`config.mk`:
```
export PLATFORM = sky130hd
export DESIGN_NAME = base32_stream_encoder
export DESIGN_NICKNAME = d
export VERILOG_FILES = /design/src/rtl/b32enc_pkg.sv /design/src/rtl/b32enc_front.sv /design/src/rtl/b32enc_queue.sv /design/src/rtl/b32enc_back.sv /design/src/rtl/base32_stream_encoder.sv
export SDC_FILE = /design/constraint.sdc
export NUM_CORES = 1
export LEC_CHECK = 0
export BUFFER_PORTS_ARGS = -buffer_cell sky130_fd_sc_hd__buf_2
export CAP_MARGIN = 5
export CORE_UTILIZATION = 58
export CTS_BUF_LIST = sky130_fd_sc_hd__clkbuf_2
export DETAILED_ROUTE_END_ITERATION = 8
export MAX_ROUTING_LAYER = met4
export PLACE_DENSITY_LB_ADDON = 0.08
export SETUP_SLACK_MARGIN = 0.4
export SLEW_MARGIN = 10
export SYNTH_ARGS = -nofsm -noshare
export SYNTH_HDL_FRONTEND = slang
export SYNTH_SLANG_ARGS = --single-unit
```
`constraint.sdc`:
```
create_clock -name i_clk -period 5.1 [get_ports i_clk]
set_clock_uncertainty 0.05 [all_clocks]
set_input_delay 0.765 -clock i_clk [delete_from_list [all_inputs] [get_ports i_clk]]
set_output_delay 0.765 -clock i_clk [all_outputs]
set_load 0.05 [all_outputs]
```
`src/rtl/b32enc_pkg.sv`:
```
// Shared types, constants and helper functions for the base32 stream encoder.
`default_nettype none

package b32enc_pkg;

    // Group geometry.
    localparam int GroupLen      = 5;
    localparam int CharsPerGroup = 8;
    localparam int GroupBits     = 8 * GroupLen;
    localparam int QueueDepth    = 2;

    // Character codes.
    localparam logic [7:0] CharA   = 8'h41;  // 'A'
    localparam logic [7:0] Char2   = 8'h32;  // '2'
    localparam logic [7:0] CharPad = 8'h3D;  // '='
    localparam logic [4:0] LettersCount = 5'd26;

    // One input beat.
    typedef struct packed {
        logic [7:0] data_byte;
        logic       end_of_data;
    } t_in_beat;

    // One output beat.
    typedef struct packed {
        logic [7:0] out_char;
        logic       last_of_group;
    } t_out_beat;

    // One finished group handed from the front end to the back end.
    typedef struct packed {
        logic [GroupBits-1:0] bits;
        logic [2:0]           nbytes;  // 1..5
    } t_group;

    // Map a 5-bit index to its alphabet character.
    function automatic logic [7:0] index_to_char(input logic [4:0] idx);
        logic [7:0] ch;
        if (idx < LettersCount) begin
            ch = CharA + {3'b000, idx};
        end else begin
            ch = Char2 + {3'b000, idx - LettersCount};
        end
        return ch;
    endfunction

    // Number of leading characters that carry data for a group of n bytes.
    function automatic logic [3:0] data_chars(input logic [2:0] n);
        logic [3:0] k;
        unique case (n)
            3'd1:    k = 4'd2;
            3'd2:    k = 4'd4;
            3'd3:    k = 4'd5;
            3'd4:    k = 4'd7;
            default: k = 4'd8;
        endcase
        return k;
    endfunction

endpackage

`default_nettype wire

```
`src/rtl/b32enc_front.sv`:
```
// Front end: gathers input bytes into groups of up to five and issues each finished group.
`default_nettype none

module b32enc_front
    import b32enc_pkg::*;
(
    input  wire logic     i_clk,
    input  wire logic     i_rst_n,
    input  wire logic     i_in_valid,
    output logic          o_in_stall,
    input  wire t_in_beat i_in_beat,
    input  wire logic     i_q_full,
    output logic          o_push,
    output t_group        o_group
);

    logic [7:0] r_bytes [4];
    logic [2:0] r_count;
    logic [2:0] n_count;
    logic       accept;
    logic       complete;
    logic [2:0] nbytes;
    logic [GroupBits-1:0] bits;

    // The input waits only when the group queue has no room.
    assign o_in_stall = i_q_full;
    assign accept     = i_in_valid && !i_q_full;
    assign nbytes     = r_count + 3'd1;
    assign complete   = (r_count == 3'd4) || i_in_beat.end_of_data;

    // Assemble the zero-filled group, the new byte taking slot r_count.
    always_comb begin
        for (int i = 0; i < GroupLen; i++) begin
            if (3'(i) < r_count) begin
                bits[GroupBits-1-8*i -: 8] = r_bytes[i];
            end else if (3'(i) == r_count) begin
                bits[GroupBits-1-8*i -: 8] = i_in_beat.data_byte;
            end else begin
                bits[GroupBits-1-8*i -: 8] = 8'h00;
            end
        end
    end

    assign o_push         = accept && complete;
    assign o_group.bits   = bits;
    assign o_group.nbytes = nbytes;

    // Byte count of the open group.
    always_comb begin
        n_count = r_count;
        if (accept) begin
            n_count = complete ? 3'd0 : nbytes;
        end
    end

    always_ff @(posedge i_clk) begin
        if (!i_rst_n) begin
            r_count <= 3'd0;
        end else begin
            r_count <= n_count;
        end
    end

    // Byte store; the fifth byte of a group is never stored.
    always_ff @(posedge i_clk) begin
        if (accept && r_count < 3'd4) begin
            r_bytes[r_count[1:0]] <= i_in_beat.data_byte;
        end
    end

`ifndef SYNTHESIS
    a_count_range: assert property (@(posedge i_clk) disable iff (!i_rst_n)
        r_count <= 3'd4)
        else $error("open group holds more than four bytes");
`endif

endmodule

`default_nettype wire

```
`src/rtl/b32enc_queue.sv`:
```
// Short queue of finished groups between the front end and the back end.
`default_nettype none

module b32enc_queue
    import b32enc_pkg::*;
(
    input  wire logic   i_clk,
    input  wire logic   i_rst_n,
    input  wire logic   i_push,
    input  wire t_group i_group,
    output logic        o_full,
    output logic        o_valid,
    input  wire logic   i_pop,
    output t_group      o_group
);

    localparam int PtrW = $clog2(QueueDepth);
    localparam int CntW = $clog2(QueueDepth + 1);

    t_group            r_mem [QueueDepth];
    logic [PtrW-1:0]   r_wr;
    logic [PtrW-1:0]   r_rd;
    logic [CntW-1:0]   r_cnt;

    assign o_full  = (r_cnt == CntW'(QueueDepth));
    assign o_valid = (r_cnt != '0);
    assign o_group = r_mem[r_rd];

    // Pointers and occupancy.
    always_ff @(posedge i_clk) begin
        if (!i_rst_n) begin
            r_wr  <= '0;
            r_rd  <= '0;
            r_cnt <= '0;
        end else begin
            if (i_push) begin
                r_wr <= (r_wr == PtrW'(QueueDepth - 1)) ? '0 : r_wr + 1'b1;
            end
            if (i_pop) begin
                r_rd <= (r_rd == PtrW'(QueueDepth - 1)) ? '0 : r_rd + 1'b1;
            end
            r_cnt <= r_cnt + CntW'(i_push) - CntW'(i_pop);
        end
    end

    // Entry storage.
    always_ff @(posedge i_clk) begin
        if (i_push) begin
            r_mem[r_wr] <= i_group;
        end
    end

`ifndef SYNTHESIS
    a_no_overflow: assert property (@(posedge i_clk) disable iff (!i_rst_n)
        i_push |-> !o_full)
        else $error("group pushed into a full queue");
    a_no_underflow: assert property (@(posedge i_clk) disable iff (!i_rst_n)
        i_pop |-> o_valid)
        else $error("group popped from an empty queue");
`endif

endmodule

`default_nettype wire

```
`src/rtl/b32enc_back.sv`:
```
// Back end: a queued group becomes eight characters, one per unstalled cycle.
`default_nettype none

module b32enc_back
    import b32enc_pkg::*;
(
    input  wire logic   i_clk,
    input  wire logic   i_rst_n,
    input  wire logic   i_q_valid,
    input  wire t_group i_q_group,
    output logic        o_pop,
    output logic        o_out_valid,
    input  wire logic   i_out_stall,
    output t_out_beat   o_out_beat
);

    logic                 r_busy;
    logic [2:0]           r_idx;
    logic [3:0]           r_keep;
    logic [GroupBits-1:0] r_bits;
    logic                 r_out_valid;
    t_out_beat            r_out;
    logic                 advance;
    logic                 last_char;
    logic [7:0]           ch;

    // The output register moves when empty or when its beat is taken.
    assign advance   = !r_out_valid || !i_out_stall;
    assign last_char = r_busy && (r_idx == 3'd7);
    assign o_pop     = i_q_valid && (!r_busy || (advance && last_char));

    // Current character: top five bits of the shifting group, or a pad.
    assign ch = ({1'b0, r_idx} < r_keep) ? index_to_char(r_bits[GroupBits-1 -: 5]) : CharPad;

    // Group shifter and character counter.
    always_ff @(posedge i_clk) begin
        if (!i_rst_n) begin
            r_busy <= 1'b0;
            r_idx  <= 3'd0;
        end else if (o_pop) begin
            r_busy <= 1'b1;
            r_idx  <= 3'd0;
        end else if (r_busy && advance) begin
            r_idx <= r_idx + 3'd1;
            if (last_char) begin
                r_busy <= 1'b0;
            end
        end
    end

    always_ff @(posedge i_clk) begin
        if (o_pop) begin
            r_bits <= i_q_group.bits;
            r_keep <= data_chars(i_q_group.nbytes);
        end else if (r_busy && advance) begin
            r_bits <= r_bits << 5;
        end
    end

    // Output register.
    always_ff @(posedge i_clk) begin
        if (!i_rst_n) begin
            r_out_valid <= 1'b0;
        end else if (advance) begin
            r_out_valid <= r_busy;
        end
    end

    always_ff @(posedge i_clk) begin
        if (advance && r_busy) begin
            r_out.out_char      <= ch;
            r_out.last_of_group <= last_char;
        end
    end

    assign o_out_valid = r_out_valid;
    assign o_out_beat  = r_out;

`ifndef SYNTHESIS
    a_last_wraps: assert property (@(posedge i_clk) disable iff (!i_rst_n)
        (r_out_valid && r_out.last_of_group) |-> (r_idx == 3'd0))
        else $error("group end shown while the character counter is mid-group");
`endif

endmodule

`default_nettype wire

```
`src/rtl/base32_stream_encoder.sv`:
```
// Top level of the base32 stream encoder.
// Usage:
//   Input channel: one raw byte per beat, with end_of_data on the final byte
//   of the data. Output channel: one ASCII character per beat, with
//   last_of_group on the eighth character of every group.
//   Five bytes, or fewer ending in end_of_data, make one group of eight
//   characters; a short group is zero-filled and padded with '='.
// Path: a completed group is written to the group queue, then loaded into
//   the back-end shifter, whose first character goes to the output register.
// Throughput: the front end takes a byte every cycle while its two-entry
//   group queue has room; the back end sends one character per cycle while
//   the output is not stalled. Each group of five bytes yields eight
//   characters, so the back end sets the sustained rate.
// Reset: synchronous, active low; it empties the open group, the queue and
//   the output register.
// Output stall: the current character holds; the back end and then the
//   queue fill, and o_in_stall rises once the queue holds two groups.
`default_nettype none

module base32_stream_encoder
    import b32enc_pkg::*;
(
    input  wire logic      i_clk,
    input  wire logic      i_rst_n,
    input  wire logic      i_in_valid,
    output logic           o_in_stall,
    input  wire t_in_beat  i_in_beat,
    output logic           o_out_valid,
    input  wire logic      i_out_stall,
    output t_out_beat      o_out_beat
);

    logic   q_full;
    logic   q_push;
    logic   q_valid;
    logic   q_pop;
    t_group front_group;
    t_group q_group;

    b32enc_front u_front (
        .i_clk      (i_clk),
        .i_rst_n    (i_rst_n),
        .i_in_valid (i_in_valid),
        .o_in_stall (o_in_stall),
        .i_in_beat  (i_in_beat),
        .i_q_full   (q_full),
        .o_push     (q_push),
        .o_group    (front_group)
    );

    b32enc_queue u_queue (
        .i_clk   (i_clk),
        .i_rst_n (i_rst_n),
        .i_push  (q_push),
        .i_group (front_group),
        .o_full  (q_full),
        .o_valid (q_valid),
        .i_pop   (q_pop),
        .o_group (q_group)
    );

    b32enc_back u_back (
        .i_clk       (i_clk),
        .i_rst_n     (i_rst_n),
        .i_q_valid   (q_valid),
        .i_q_group   (q_group),
        .o_pop       (q_pop),
        .o_out_valid (o_out_valid),
        .i_out_stall (i_out_stall),
        .o_out_beat  (o_out_beat)
    );

endmodule

`default_nettype wire

```
==> metrics.yaml <==
antenna_found_initial: 0
worstSetupPathType: "flip-flop to flip-flop"
drc: 0
synth_edf_count: 170
slew_violations: 0
crit_path_max_incr_delay_ps: 860
synth_xor_area_frac: 0.0126
cts_sinks: 183
io_pins: 24
multiInputGateArea_um2: 2080
cp-end-kind: "flip-flop"
drtIter0Drc: 355
synth-compound-area-share: 0.0743
wl_per_cell_um: 16.7
cts_resized: 0
rsz0062_at_grt: "no"
vias: 4301
grt_pass1_wl_um: 20200
period_share: 0.611
ys_ff_latch: 183
yosysMostFrequentCell: "edfxtp_1"
routed_wl_um: 13000
yosys_warnings: 0
powerDensity_nw_per_um2: 319
die_area_um2: 13600
die_w_um: 117
grtUsageTotal: 0.216
cap_viol_max_count: 0
synthArstFlopShare: 0
syn_inst: 582
postCtsHoldBufs: 0
yosys.area_share.adder: 0.0197
final_core_util: 0.631
clk_pin_slew_ps: 240
start_util: 0.600
gr-total-overflow: 0
gp_congestion: 0.874
crit_required_ps: 5410
synthTopCellsByArea: "edfxtp_1, nand2_1, mux2i_1, o21ai_0, dfxtp_1"
ir_drop_mv: 0.175
grt_pass1_vias: 3965
first_pass_iters: 5
numCtsBuffers: 17
synth_top_family_by_area: "simple AND/OR/NAND/NOR gates"
relSlewSlack: 0.290
syn_area_um2: 7630
syn_to_final_growth_pct: 5.20
synthMuxAreaShare: 0.0567
period_needed_ps: 3120
antenna_cells: 0
post_cts_buffers: 0
synth_flop_cell: "edfxtp_1"
regArea_um2: 5370
synth_commonest_cells: "edfxtp_1, nand2_1, o21ai_0, mux2i_1, nor2_1"
port_buffers: 22
crit_slowest_cell: "and2_2"
tightest_slew_ps: 1060
cp_data_arrival_time_ps: 3430
power_leakage_uw: 0.00281
setup_tns_ps: 0
cp_num_buf_inv: 1
reg2reg_to: "u_queue.r_mem[1][41]"
hold_path_class: "primary input to flip-flop"
crit_cells: 6
grt_max_degree: 50
worstPathMaxFanout: 43
syn_avg_cell_area_um2: 13.1
clk_latency_ps: 720
coreArea_um2: 12700
crit_path_end: "u_queue.r_mem[1][41]"
fill_cells: 1032
drive_gt1_frac: 0.117
syn_nets: 607
status: "finished clean"
r2r-start: "u_front.r_count[0]"
hpwlAfterDp_um: 8720
finalHoldViolations: 0
fin_nets: 620
seq_area_frac_synth: 0.703
synth_cell_types: 45
cts_buffer_depth: 2
critical-path-top-delay-family: "simple AND/OR/NAND/NOR gates"
row_count: 41
cts-root-buf: "clkbuf_2"
postRouteAntennaNets: 0
synth_top_cell_by_area: "edfxtp_1"
cts_tree: "yes"
cp_cell_sequence: "inv_1 > ha_1 > and2_1 > nor2_2 > nor2_1 > and2_2"
h-tree-depth: 4
synth-simple-area-share: 0.105
finalSetupViolCount: 0
rrSetupSlack_ps: 1980
fp.dieH_um: 117
max_freq_mhz: 321
viasPerCell: 5.51
synth_top_cell_area_share: 0.669
critPathLaunch: "u_front.r_count[0]"
r2r.worst_path.cells: 6
startpoint_type: "flip-flop"
## worst min path at each step
| stage | depth (start not counted) | from | slack (ps) | to |
|---|---|---|---|---|
| floorplan | 2 | u_back.r_idx[1] | 410 | u_back.r_idx[1] |
| global placement | 2 | u_back.r_idx[1] | 420 | u_back.r_idx[1] |
| detailed placement | 2 | u_back.r_idx[2] | 440 | u_back.r_idx[2] |
| CTS | 3 | i_in_valid | 200 | u_front.r_count[1] |
| global route | 3 | i_in_valid | 210 | u_front.r_count[0] |
| finish | 3 | i_out_stall | 280 | u_back.o_out_valid |
## sequential cells by signal (all words and copies together) (netlist names), named ones only
signal and flops:
u_front.r_count 3, u_back.r_busy 1, u_queue.r_wr 1, u_back.r_idx 3, u_back.o_out_beat 8, u_queue.r_mem 86, u_queue.r_cnt 2, u_back.r_bits 40
u_back.o_out_valid 1, u_front.r_bytes 32, u_back.r_keep 4, u_queue.r_rd 1
## through the flow
stage / setup WS [ps] / std cells / hold slack, ps / total power [uW] / instance area [um^2]
4_1_cts: 1960 / 780 / 200 / 2580 / 8030
2_1_floorplan: 1270 / 582 / 406 / 1920 / 7640
3_5_place_dp: 1980 / 748 / 440 / 1990 / 7840
5_1_grt: 1760 / 780 / 209 / 2670 / 8030
3_3_place_gp: 2110 / 748 / 423 / 1980 / 7840
6_report: 1980 / 780 / 280 / 2560 / 8030
## power by group
group / switching [uW] / internal (uW) / total (uW)
clock: 477 / 132 / 609
sequential: 26.8 / 1720 / 1740
combinational: 143 / 66.0 / 209
## per-layer routing
| metal | vias up | share of wire | global-route usage |
|---|---|---|---|
| met3 | 19 | 0.045 | 0.0462 |
| met2 | 115 | 0.46 | 0.317 |
| met5 | - | 0 | - |
| li1 | 2113 | - | - |
| met1 | 2054 | 0.48 | 0.297 |
| met4 | 0 | 0.016 | 0.0835 |
## cells in the final DEF (no fill, tap or decap), drive strengths merged, types with 5 or more instances in the layout
| cell type | Yosys | layout |
|---|---|---|
| mux2i | 41 | 41 |
| clkinv | 0 | 7 |
| and2 | 10 | 10 |
| inv | 11 | 15 |
| ha | 12 | 12 |
| edfxtp | 170 | 170 |
| nand2 | 133 | 133 |
| nand3 | 12 | 12 |
| dfxtp | 13 | 13 |
| xor2 | 5 | 5 |
| xnor2 | 6 | 6 |
| nor2 | 16 | 16 |
| a21oi | 7 | 7 |
| clkbuf | 11 | 18 |
| buf | 21 | 26 |
| o21ai | 77 | 77 |
## cells by family (layout without fill, tap and decap cells)
group           count (synthesis)  in the layout
mux                            42             42
xor+xnor                       11             11
simple gates                  188            188
flops                         183            183
compound gates                102            102
fa+ha+maj                      12             12
other cells                     1              1
buf+inv                        43             69
## cell type report
cell class,count,share of cell area
well taps,172,0.0268
repair buffers,26,0.0175
multi-input cells,356,0.259
clock buffers,18,0.0112
flip-flops and latches,183,0.668
clock inverters,14,0.0125
inverters,11,0.00514
## worst register-to-register path: cells and delay by family (launching register included)
family                   cells  cell delay [ps]
buffers and inverters        1              230
flip-flops                   1              530
adder cells (fa/ha/maj)      1              410
AND/OR/NAND/NOR              4             1540
Note: power is estimated with default switching activity, not from simulation.
